File: src/hdl/sfr_pkg.sv
// Shared types and constants for the sync-framed receiver.
package sfr_pkg;

  localparam int unsigned ByteW = 8;
  localparam int unsigned DevIdW = 7;
  localparam int unsigned BufDepth = 2;
  localparam int unsigned BufCntW = $clog2(BufDepth + 1);

  localparam logic [ByteW-1:0] SyncReset = 8'h00;

  // Result kinds
  localparam logic KindData = 1'b0;
  localparam logic KindEnd = 1'b1;

  typedef enum logic [2:0] {
    PhHunt   = 3'd0,
    PhHeader = 3'd1,
    PhCount  = 3'd2,
    PhPort   = 3'd3,
    PhData   = 3'd4,
    PhCheck  = 3'd5
  } phase_e;

  typedef struct packed {
    logic              kind;
    logic [ByteW-1:0]  data_byte;
    logic [ByteW-1:0]  data_index;
    logic [DevIdW-1:0] device_id;
    logic [ByteW-1:0]  port_id;
    logic              is_read;
    logic [ByteW-1:0]  message_length;
    logic              frame_ok;
  } result_t;

endpackage

File: src/hdl/sfr_parser.sv
// Frame parse state and per-byte result logic.
module sfr_parser (
  input  logic                       clk_i,
  input  logic                       rst_ni,
  input  logic                       cfg_we_i,
  input  logic [sfr_pkg::ByteW-1:0]  cfg_data_i,
  input  logic                       acc_i,
  input  logic [sfr_pkg::ByteW-1:0]  rx_byte_i,
  output logic                       res_valid_o,
  output sfr_pkg::result_t           res_o
);
  import sfr_pkg::*;

  logic [ByteW-1:0]  sync_q;
  phase_e            phase_q, phase_d;
  logic [ByteW-1:0]  sum_q, sum_d;
  logic [ByteW-1:0]  count_q, count_d;
  logic [ByteW-1:0]  dcnt_q, dcnt_d;
  logic [DevIdW-1:0] dev_q, dev_d;
  logic              rd_q, rd_d;
  logic [ByteW-1:0]  port_q, port_d;
  logic [ByteW-1:0]  first_q, first_d;

  logic              is_sync;
  logic [ByteW-1:0]  sum_add;
  logic [ByteW:0]    dcnt_ext;

  assign is_sync = (rx_byte_i == sync_q);
  assign sum_add = sum_q + rx_byte_i;
  assign dcnt_ext = {1'b0, dcnt_q} + (ByteW+1)'(2);

  // Next state
  always_comb begin
    phase_d = phase_q;
    sum_d = sum_q;
    count_d = count_q;
    dcnt_d = dcnt_q;
    dev_d = dev_q;
    rd_d = rd_q;
    port_d = port_q;
    first_d = first_q;
    case (phase_q)
      PhHunt: begin
        if (is_sync) phase_d = PhHeader;
      end
      PhHeader: begin
        if (is_sync) begin
          phase_d = PhHunt;
        end else begin
          sum_d = rx_byte_i;
          dev_d = rx_byte_i[ByteW-1:1];
          rd_d = rx_byte_i[0];
          phase_d = PhCount;
        end
      end
      PhCount: begin
        if (is_sync) begin
          phase_d = PhHunt;
        end else begin
          sum_d = sum_add;
          count_d = rx_byte_i;
          phase_d = PhPort;
        end
      end
      PhPort: begin
        if (is_sync) begin
          phase_d = PhHunt;
        end else begin
          sum_d = sum_add;
          port_d = rx_byte_i;
          dcnt_d = '0;
          phase_d = PhData;
        end
      end
      PhData: begin
        sum_d = sum_add;
        if (dcnt_q == '0) first_d = rx_byte_i;
        dcnt_d = dcnt_q + ByteW'(1);
        // end of data once taken count plus one reaches the count byte
        if (dcnt_ext >= {1'b0, count_q}) phase_d = PhCheck;
      end
      PhCheck: begin
        sum_d = sum_add;
        phase_d = PhHunt;
      end
      default: phase_d = PhHunt;
    endcase
  end

  // Result outputs
  always_comb begin
    res_valid_o = 1'b0;
    res_o = '0;
    case (phase_q)
      PhData: begin
        res_valid_o = 1'b1;
        res_o.kind = KindData;
        res_o.data_byte = rx_byte_i;
        res_o.data_index = dcnt_q;
      end
      PhCheck: begin
        res_valid_o = 1'b1;
        res_o.kind = KindEnd;
        res_o.device_id = dev_q;
        res_o.port_id = port_q;
        res_o.is_read = rd_q;
        res_o.message_length = rd_q ? first_q : (count_q - ByteW'(1));
        res_o.frame_ok = (sum_add == '0);
      end
      default: begin
        res_valid_o = 1'b0;
      end
    endcase
  end

  always_ff @(posedge clk_i or negedge rst_ni) begin
    if (!rst_ni) begin
      sync_q <= SyncReset;
    end else if (cfg_we_i) begin
      sync_q <= cfg_data_i;
    end
  end

  always_ff @(posedge clk_i or negedge rst_ni) begin
    if (!rst_ni) begin
      phase_q <= PhHunt;
      sum_q <= '0;
      count_q <= '0;
      dcnt_q <= '0;
      dev_q <= '0;
      rd_q <= 1'b0;
      port_q <= '0;
      first_q <= '0;
    end else if (acc_i) begin
      phase_q <= phase_d;
      sum_q <= sum_d;
      count_q <= count_d;
      dcnt_q <= dcnt_d;
      dev_q <= dev_d;
      rd_q <= rd_d;
      port_q <= port_d;
      first_q <= first_d;
    end
  end

  a_check_to_hunt: assert property (@(posedge clk_i) disable iff (!rst_ni)
    acc_i && phase_q == PhCheck |=> phase_q == PhHunt)
    else $error("parser did not return to hunt after checksum byte");

  a_header_sync_abort: assert property (@(posedge clk_i) disable iff (!rst_ni)
    acc_i && !cfg_we_i && is_sync && (phase_q == PhHeader || phase_q == PhCount ||
    phase_q == PhPort) |=> phase_q == PhHunt)
    else $error("sync byte in header did not abort the frame");

  a_data_fields_clear: assert property (@(posedge clk_i) disable iff (!rst_ni)
    res_valid_o && res_o.kind == KindData |->
    res_o.device_id == '0 && res_o.port_id == '0 && res_o.message_length == '0)
    else $error("data result carries summary fields");

endmodule

File: src/hdl/sync_frame_receiver.sv
// Top level: sync-framed byte receiver with a two-entry result buffer.
//
//   channel  | direction | handshake               | payload
//   ---------+-----------+-------------------------+---------------------------
//   in       | in        | in_valid_i / in_stall_o | rx_byte_i
//   out      | out       | out_valid_o/ out_stall_i| kind_o .. frame_ok_o
//   cfg      | in        | cfg_we_i                | cfg_data_i (sync byte)
//
// One byte is parsed per cycle unless input stalls; a result appears at the
// output the cycle after its byte transfers if no earlier result waits. The
// two-entry result buffer sets the limit: input stalls only while both entries
// hold results. Reset clears the parse state and the sync byte to zero, with
// no clearing pass. A sync write takes effect on the next transferred byte.
module sync_frame_receiver (
  input  logic                        clk_i,
  input  logic                        rst_ni,
  input  logic                        cfg_we_i,
  input  logic [sfr_pkg::ByteW-1:0]   cfg_data_i,
  input  logic                        in_valid_i,
  output logic                        in_stall_o,
  input  logic [sfr_pkg::ByteW-1:0]   rx_byte_i,
  output logic                        out_valid_o,
  input  logic                        out_stall_i,
  output logic                        kind_o,
  output logic [sfr_pkg::ByteW-1:0]   data_byte_o,
  output logic [sfr_pkg::ByteW-1:0]   data_index_o,
  output logic [sfr_pkg::DevIdW-1:0]  device_id_o,
  output logic [sfr_pkg::ByteW-1:0]   port_id_o,
  output logic                        is_read_o,
  output logic [sfr_pkg::ByteW-1:0]   message_length_o,
  output logic                        frame_ok_o
);
  import sfr_pkg::*;

  logic               acc;
  logic               res_valid;
  result_t            res;
  logic               push, pop;
  logic [BufCntW-1:0] cnt_q, cnt_d;
  result_t            head_q, head_d;
  result_t            skid_q, skid_d;

  assign in_stall_o = (cnt_q == BufCntW'(BufDepth));
  assign acc = in_valid_i && !in_stall_o;

  sfr_parser u_parser (
    .clk_i      (clk_i),
    .rst_ni     (rst_ni),
    .cfg_we_i   (cfg_we_i),
    .cfg_data_i (cfg_data_i),
    .acc_i      (acc),
    .rx_byte_i  (rx_byte_i),
    .res_valid_o(res_valid),
    .res_o      (res)
  );

  assign push = acc && res_valid;
  assign pop = out_valid_o && !out_stall_i;

  always_comb begin
    head_d = head_q;
    skid_d = skid_q;
    cnt_d = cnt_q + BufCntW'(push) - BufCntW'(pop);
    if (pop) begin
      // advance skid entry into the head, or refill from the new result
      if (cnt_q == BufCntW'(BufDepth)) begin
        head_d = skid_q;
        if (push) skid_d = res;
      end else if (push) begin
        head_d = res;
      end
    end else if (push) begin
      if (cnt_q == '0) head_d = res;
      else skid_d = res;
    end
  end

  always_ff @(posedge clk_i or negedge rst_ni) begin
    if (!rst_ni) begin
      cnt_q <= '0;
    end else begin
      cnt_q <= cnt_d;
    end
  end

  always_ff @(posedge clk_i) begin
    head_q <= head_d;
    skid_q <= skid_d;
  end

  assign out_valid_o = (cnt_q != '0);
  assign kind_o = head_q.kind;
  assign data_byte_o = head_q.data_byte;
  assign data_index_o = head_q.data_index;
  assign device_id_o = head_q.device_id;
  assign port_id_o = head_q.port_id;
  assign is_read_o = head_q.is_read;
  assign message_length_o = head_q.message_length;
  assign frame_ok_o = head_q.frame_ok;

  a_cnt_bound: assert property (@(posedge clk_i) disable iff (!rst_ni)
    cnt_q <= BufCntW'(BufDepth))
    else $error("result buffer count overflow");

  a_pop_only_drains: assert property (@(posedge clk_i) disable iff (!rst_ni)
    pop && !push |=> cnt_q == $past(cnt_q) - BufCntW'(1))
    else $error("result buffer count did not drop on transfer out");

  a_push_fills: assert property (@(posedge clk_i) disable iff (!rst_ni)
    push && !pop |=> cnt_q == $past(cnt_q) + BufCntW'(1))
    else $error("result buffer count did not rise on new result");

endmodule

File: config.mk
export PLATFORM = sky130hd
export DESIGN_NAME = sync_frame_receiver
export DESIGN_NICKNAME = d
export VERILOG_FILES = /design/src/hdl/sfr_pkg.sv /design/src/hdl/sfr_parser.sv /design/src/hdl/sync_frame_receiver.sv
export SDC_FILE = /design/constraint.sdc
export NUM_CORES = 1
export LEC_CHECK = 0
export BUFFER_PORTS_ARGS = -buffer_cell sky130_fd_sc_hd__buf_4
export CELL_PAD_IN_SITES_DETAIL_PLACEMENT = 1
export CELL_PAD_IN_SITES_GLOBAL_PLACEMENT = 2
export CORE_MARGIN = 2
export CORE_UTILIZATION = 43
export CTS_BUF_LIST = sky130_fd_sc_hd__clkbuf_4 sky130_fd_sc_hd__clkbuf_8
export DETAILED_ROUTE_END_ITERATION = 12
export GPL_TIMING_DRIVEN = 0
export HOLD_SLACK_MARGIN = 0.02
export PLACE_DENSITY = 0.87
export SLEW_MARGIN = 20
export SYNTH_ARGS = -nofsm -noshare
export SYNTH_HDL_FRONTEND = slang
export SYNTH_SLANG_ARGS = --single-unit
File: constraint.sdc
create_clock -name clk_i -period 4.35 [get_ports clk_i]
set_input_delay 0.6525 -clock clk_i [delete_from_list [all_inputs] [get_ports clk_i]]
set_output_delay 0.6525 -clock clk_i [all_outputs]
set_load 0.02 [all_outputs]
==> results.sh, run 1 <==
export IMPL_outcome="completed"
export IMPL_h_tree_depth=4
export IMPL_syn_area_um2=6812
export IMPL_startpoint_type="register"
export IMPL_r2r_slack_ps=1430
export IMPL_seqCellArea_um2=4049
export IMPL_via_per_inst=5.205
export IMPL_clockPowerShare_pct=22.8
export IMPL_required_ps=4690
export IMPL_core_um2=15660
export IMPL_rsz0062_at_grt="no"
export IMPL_multi_input_area_um2=2620
export IMPL_first_global_vias=4559
export IMPL_final_antenna_net_count=0
export IMPL_ys_async_sr_fraction_pct=42.07
export IMPL_placed_area_um2=7617
export IMPL_cts_resized_gates=0
export IMPL_seqPwrFrac_pct=42.4
export IMPL_overflow=0
export IMPL_sw_frac_of_total_pct=34.72
export IMPL_rows=46
export IMPL_stdcell_count=825
export IMPL_numClockSinks=145
export IMPL_drive_gt1_share_pct=32.68
export IMPL_fin_crit_ps=2924
export IMPL_grt_start_max_net_pins=62
export IMPL_start_util_pct=43.51
export IMPL_setup_viol=0
export IMPL_cts_tree="done"
export IMPL_dp_cells=793
export IMPL_drt_iter0_markers=165
export IMPL_cts_root_buf="clkbuf_8"
export IMPL_diodes=0
export IMPL_powerDensity_nw_per_um2=599.5
export IMPL_first_pass_iters=4
export IMPL_p_int_w=0.003139
export IMPL_antenna_found_initial=0
export IMPL_leakage_nw=3.303
export IMPL_cts_clk_slew_worst_paths_ps=80
export IMPL_maxSlewViolCount=0
export IMPL_hp_class="input port to async pin"
export IMPL_crit_type="register to register"
export IMPL_cts_buffer_depth=2
export IMPL_die_area_um2=16860
export IMPL_hold_viol=0
export IMPL_final_common_cell="edfxtp_1"
export IMPL_area_growth_synth_to_final_pct=17.76
export IMPL_slew_headroom_pct=31.85
export IMPL_max_freq_mhz=342.0
export IMPL_cts_buffers=17
export IMPL_syn_nets=558
export IMPL_hold_buffers=0
export IMPL_fin_util_pct=51.24
export IMPL_worst_slew_pin_slew_ps=1018
export IMPL_power_w=0.004809
export IMPL_final_net_count=641
export IMPL_fin_area_um2=8021
export IMPL_setup_tns_ps=0
export IMPL_routed_wl_um=15420
export IMPL_avgSynthCellArea_um2=13.28
export IMPL_wl_per_cell_um=18.69
export IMPL_track_usage_pct=19.30
export IMPL_port_buffers=62
export IMPL_ios=65
export IMPL_synthFlopType="edfxtp_1"
export IMPL_ys_seq_area_share_pct=59.44
export IMPL_r2r_start="u_parser.dcnt_q[4]"
export IMPL_num_fill_cells=1644
export IMPL_synth_seq_cells=145
export IMPL_insertion_delay_ps=460
export IMPL_synth_warning_count=0
export IMPL_place_congestion=0.8088
export IMPL_p_sw_w=0.001669
export IMPL_fin_skew_ps=10.59
export IMPL_cp_arrival_ps=3260
export IMPL_worstSetupEndpointType="register"
export IMPL_grt_pass1_wl_um=24180
export IMPL_synth_cells=513
export IMPL_drc_errors=0
export IMPL_die_w_um=129.9
export IMPL_maxCapViolCount=0
export IMPL_cp_max_fo=9
export IMPL_ir_drop_mv=0.2317
export IMPL_worst_r2r_endpoint="u_parser.dev_q[0]"
export IMPL_ys_types=51
export IMPL_die_height_um=129.9
export IMPL_fin_crit_sh_pct=67.22
export IMPL_num_vias=4294
export IMPL_r2r_cells=11
export IMPL_synth_edf_count=84
export IMPL_place_hpwl_um=10610
export IMPL_layout_common_cells="84 x edfxtp_1, 80 x mux2_2, 64 x buf_4, 61 x dfrtp_1, 33 x nor2_1"
export IMPL_combPwrFrac_pct=34.8
export IMPL_cts_setup_buffers=0
## worst max-delay path, cell delays in order (launching register included)
cell       delay (ps)
dfrtp_1           330
clkbuf_1          300
nand2_1           160
nor2_1            150
xor2_1            210
ha_1              280
a21oi_1           130
nor2b_1            70
a2111oi_2         370
o22ai_2           170
nand3_2           260
mux2_2            370
## power by group through the flow
stage | logic (W) | clock network (W) | registers, W
floorplan | 0.00106 | 0 | 0.00213
detailed placement | 0.00168 | 0 | 0.00207
finish | 0.00167 | 0.00109 | 0.00204
global route | 0.00185 | 0.00118 | 0.00208
global placement | 0.00157 | 0 | 0.00205
CTS | 0.00170 | 0.00112 | 0.00204
## synth_stat cells (2+ instances only)
cell | n | share of area, %
a211oi_1 | 2 | 0.22
a21o_1 | 3 | 0.33
a21oi_1 | 15 | 1.1
a32o_1 | 2 | 0.29
and2_1 | 32 | 2.9
and3_1 | 2 | 0.18
buf_2 | 5 | 0.37
buf_4 | 2 | 0.22
clkbuf_1 | 10 | 0.55
dfrtp_1 | 61 | 22
edfxtp_1 | 84 | 37
ha_1 | 23 | 4.2
inv_1 | 19 | 1.0
mux2_2 | 80 | 13
mux2i_1 | 4 | 0.59
nand2_1 | 27 | 1.5
nand3_1 | 9 | 0.66
nand3_2 | 2 | 0.29
nor2_1 | 33 | 1.8
nor2b_1 | 3 | 0.28
nor3_1 | 6 | 0.44
nor4_2 | 2 | 0.37
o21ai_0 | 25 | 1.8
o21bai_1 | 2 | 0.22
o22ai_1 | 2 | 0.18
o31ai_1 | 4 | 0.44
or3_1 | 3 | 0.28
xnor2_1 | 14 | 1.8
xor2_1 | 15 | 1.9
## worst max path at each step
stage	start	cells past startpoint	end	slack (ps)
2_1_floorplan	in_valid_i	4	data_byte_o[0]	610
3_3_place_gp	in_valid_i	5	frame_ok_o	-360
3_5_place_dp	rx_byte_i[0]	9	frame_ok_o	1370
4_1_cts	u_parser.dcnt_q[4]	11	u_parser.dev_q[0]	1380
5_1_grt	u_parser.dcnt_q[4]	11	u_parser.dev_q[1]	1230
6_report	u_parser.dcnt_q[4]	11	u_parser.dev_q[0]	1430
## cell type report
class                      count  area share [%]
tap                          216           3.369
timing repair buffer          64           6.489
multi-input combinational    330           32.66
inverter                      20          0.9359
clock inverter                14           2.028
clock buffer                  18           3.010
sequential                   145           50.48
buffer                        18           1.029
## logic make-up after synthesis
logic type	after synthesis	share of synthesized area (%)
flip-flops	145	59.44
AND/OR/NAND/NOR	130	10.12
multiplexers	84	13.81
AO/OA/AOI/OAI	63	6.061
buffers and inverters	38	2.314
XOR/XNOR	29	3.729
adder cells (fa/ha/maj)	24	4.519
## sequential cells by signal (all words and copies together), names as in the netlist
register          count
cnt_q                 2
data_byte_o           8
data_index_o          8
device_id_o           7
frame_ok_o            1
is_read_o             1
kind_o                1
message_length_o      8
port_id_o             8
skid_q               42
u_parser.count_q      8
u_parser.dcnt_q       8
u_parser.dev_q        7
u_parser.first_q      8
u_parser.phase_q      3
u_parser.port_q       8
u_parser.rd_q         1
u_parser.sum_q        8
u_parser.sync_q       8
## layer usage
metal / track usage, % / vias up / share of wire, %
met1: 23.64 / 2175 / 43
met2: 33.51 / 84 / 52
met5: 0 / - / 0
met3: 4.469 / 19 / 3.5
li1: - / 2016 / -
met4: 6.894 / 0 / 1.6
## per-stage QoR
stage,worst slack (ps),hold slack [ps]
floorplan,612.7,356.9
global placement,-356.7,468.0
detailed placement,1371,478.8
CTS,1381,296.3
global route,1231,313.4
finish,1426,284.5
Power figures use the tool's default switching activity.
==> run 2: changes to the inputs <==
- ABC_AREA: default -> 1
- CORE_UTILIZATION: 43 -> 35
- PLACE_DENSITY: 0.87 -> 0.84
- clock period: 4.35 -> 2.6 ns (I/O delays scaled with it)
==> results.sh, run 2 <==
export IMPL_cts_tree="done"
export IMPL_syn_area_um2=6952
export IMPL_synth_warning_count=0
export IMPL_numClockSinks=145
export IMPL_via_per_inst=4.761
export IMPL_first_global_vias=5380
export IMPL_required_ps=3000
export IMPL_largest_register="skid_q"
export IMPL_wl_per_cell_um=16.06
export IMPL_cts_clk_slew_worst_paths_ps=90
export IMPL_die_area_um2=21000
export IMPL_leakage_nw=3.794
export IMPL_insertion_delay_ps=460
export IMPL_track_usage_pct=17.64
export IMPL_maxSlewViolCount=0
export IMPL_grt_start_max_net_pins=62
export IMPL_setup_tns_ps=0
export IMPL_ys_seq_area_share_pct=58.24
export IMPL_cts_resized_gates=0
export IMPL_yosysMostFrequentCell="nand2_1"
export IMPL_grt_pass1_wl_um=28950
export IMPL_ys_types=37
export IMPL_antenna_found_initial=0
export IMPL_ios=65
export IMPL_synth_seq_cells=145
export IMPL_routed_wl_um=18010
export IMPL_maxCapViolCount=0
export IMPL_setup_viol=0
export IMPL_place_congestion=0.8222
export IMPL_power_w=0.008617
export IMPL_final_net_count=888
export IMPL_first_pass_iters=5
export IMPL_synth_top_area_share_pct=36.29
export IMPL_cts_buffer_depth=2
export IMPL_critical_path_most_common_cell="nand2_1"
export IMPL_slew_headroom_pct=43.70
export IMPL_synth_area_leaders="edfxtp_1 36%, dfrtp_1 22%, nand2_1 14%"
export IMPL_final_common_cell="nand2_1"
export IMPL_r2r_slack_ps=270
export IMPL_place_hpwl_um=13460
export IMPL_diodes=0
export IMPL_cts_buffers=17
export IMPL_h_tree_depth=4
export IMPL_place_ws_ps=286.5
export IMPL_cts_root_buf="clkbuf_8"
export IMPL_fin_area_um2=8237
export IMPL_worst_slew_pin_slew_ps=844.5
export IMPL_hold_buffers=0
export IMPL_synth_edf_count=84
export IMPL_port_buffers=64
export IMPL_max_freq_mhz=428.6
export IMPL_num_vias=5337
export IMPL_placed_area_um2=7838
export IMPL_ir_drop_mv=0.3767
export IMPL_max_stage_delay_ps=480
export IMPL_start_util_pct=35.72
export IMPL_synth_commonest_cells="256 x nand2_1, 84 x edfxtp_1, 78 x inv_1"
export IMPL_rows=51
export IMPL_cp_arrival_ps=2730
export IMPL_slowest_stage="dfrtp_1"
export IMPL_startpoint_type="register"
export IMPL_die_w_um=144.9
export IMPL_fin_skew_ps=9.827
export IMPL_syn_nets=802
export IMPL_worstSetupEndpointType="register"
export IMPL_overflow=0
export IMPL_layout_common_cells="256 x nand2_1, 84 x edfxtp_1, 77 x inv_1, 68 x buf_4, 67 x nor2_1"
export IMPL_drc_errors=0
export IMPL_avgSynthCellArea_um2=9.183
export IMPL_synth_cells=757
export IMPL_cp_max_fo=6
export IMPL_final_antenna_net_count=0
export IMPL_hold_viol=0
export IMPL_area_growth_synth_to_final_pct=18.48
export IMPL_die_height_um=144.9
export IMPL_powerDensity_nw_per_um2=1046
export IMPL_synthFlopType="edfxtp_1"
export IMPL_core_um2=19460
export IMPL_ys_async_sr_fraction_pct=42.07
export IMPL_synth_top_cell_by_area="edfxtp_1"
export IMPL_outcome="completed"
export IMPL_drive_gt1_share_pct=15.42
export IMPL_drt_iter0_markers=279
export IMPL_cts_setup_buffers=0
export IMPL_num_fill_cells=2261
export IMPL_largest_reg_flops=42
export IMPL_rsz0062_at_grt="no"
export IMPL_fin_crit_ps=2333
export IMPL_fin_crit_sh_pct=89.75
export IMPL_layout_setup_ws_ps=266.6
export IMPL_crit_type="register to register"
export IMPL_hp_class="input port to async pin"
export IMPL_worstPathCellList="ha_1 > nand2_1 > nor2_1 > xor2_1 > ha_1 > nand3_1 > nand2_1 > nor2_1 > nand4_1 > nand2_1 > nand2_1 > nand2_1"
## run 2: worst paths after layout
kind	from	end	cells past startpoint
worst max-delay path	u_parser.dcnt_q[2]	u_parser.phase_q[1]	12
worst min-delay path	rst_ni	cnt_q[0]	1
worst max register to register	u_parser.dcnt_q[2]	u_parser.phase_q[1]	12
worst min register to register	u_parser.port_q[2]	u_parser.port_q[2]	2
max in group asynchronous	rst_ni	u_parser.dev_q[2]	1
min in group clk_i	cfg_data_i[0]	u_parser.sync_q[0]	3
## run 2: layout make-up
cell class / instances / area (um^2) / area share (%)
clock inverters: 15 / 165.2 / 2.005
well taps: 265 / 331.6 / 4.026
multi-input cells: 508 / 2495 / 30.29
clock buffers: 17 / 234.0 / 2.841
repair buffers: 67 / 543.0 / 6.593
plain buffers: 22 / 111.4 / 1.352
inverters: 82 / 307.8 / 3.737
flip-flops and latches: 145 / 4049 / 49.16
## run 2: per-stage QoR
| step | instances | util, % | hold WS, ps |
|---|---|---|---|
| after floorplan | 757 | - | 94.41 |
| after global placement | 1086 | 39.95 | 467.1 |
| after detailed placement | 1089 | 40.27 | 475.2 |
| after CTS | 1121 | 42.32 | 41.87 |
| after global routing | 1121 | 42.32 | 67.51 |
| final | 1121 | 42.32 | 21.21 |
## run 2: cells by family (layout without fill, tap and decap cells)
group | after synthesis | count (layout) | share of synthesized area [%]
xor+xnor | 14 | 14 | 1.764
compound gates | 92 | 92 | 6.984
flops | 145 | 145 | 58.24
buf+inv | 104 | 203 | 6.029
simple gates | 378 | 378 | 22.55
fa+ha+maj | 24 | 24 | 4.428
## run 2: report_power, final
group	total (W)	switching, W	internal (W)
Combinational	0.00335	0.00218	0.00116
Clock	0.00182	0.00101	0.000806
Sequential	0.00345	0.000338	0.00311
## run 2: worst max-delay path: cells and delay by family (launching register included)
kind / cells / cell delay, ps
simple gates: 9 / 920
xor+xnor: 1 / 260
flops: 1 / 480
fa+ha+maj: 2 / 610
## run 2: routing by layer
layer	up-vias	GRT usage (%)	routed length (um)
met2	94	27.76	8357
met1	2576	24.55	8716
met3	28	2.987	567
li1	2639	-	-
met5	-	0	0
met4	0	6.485	366
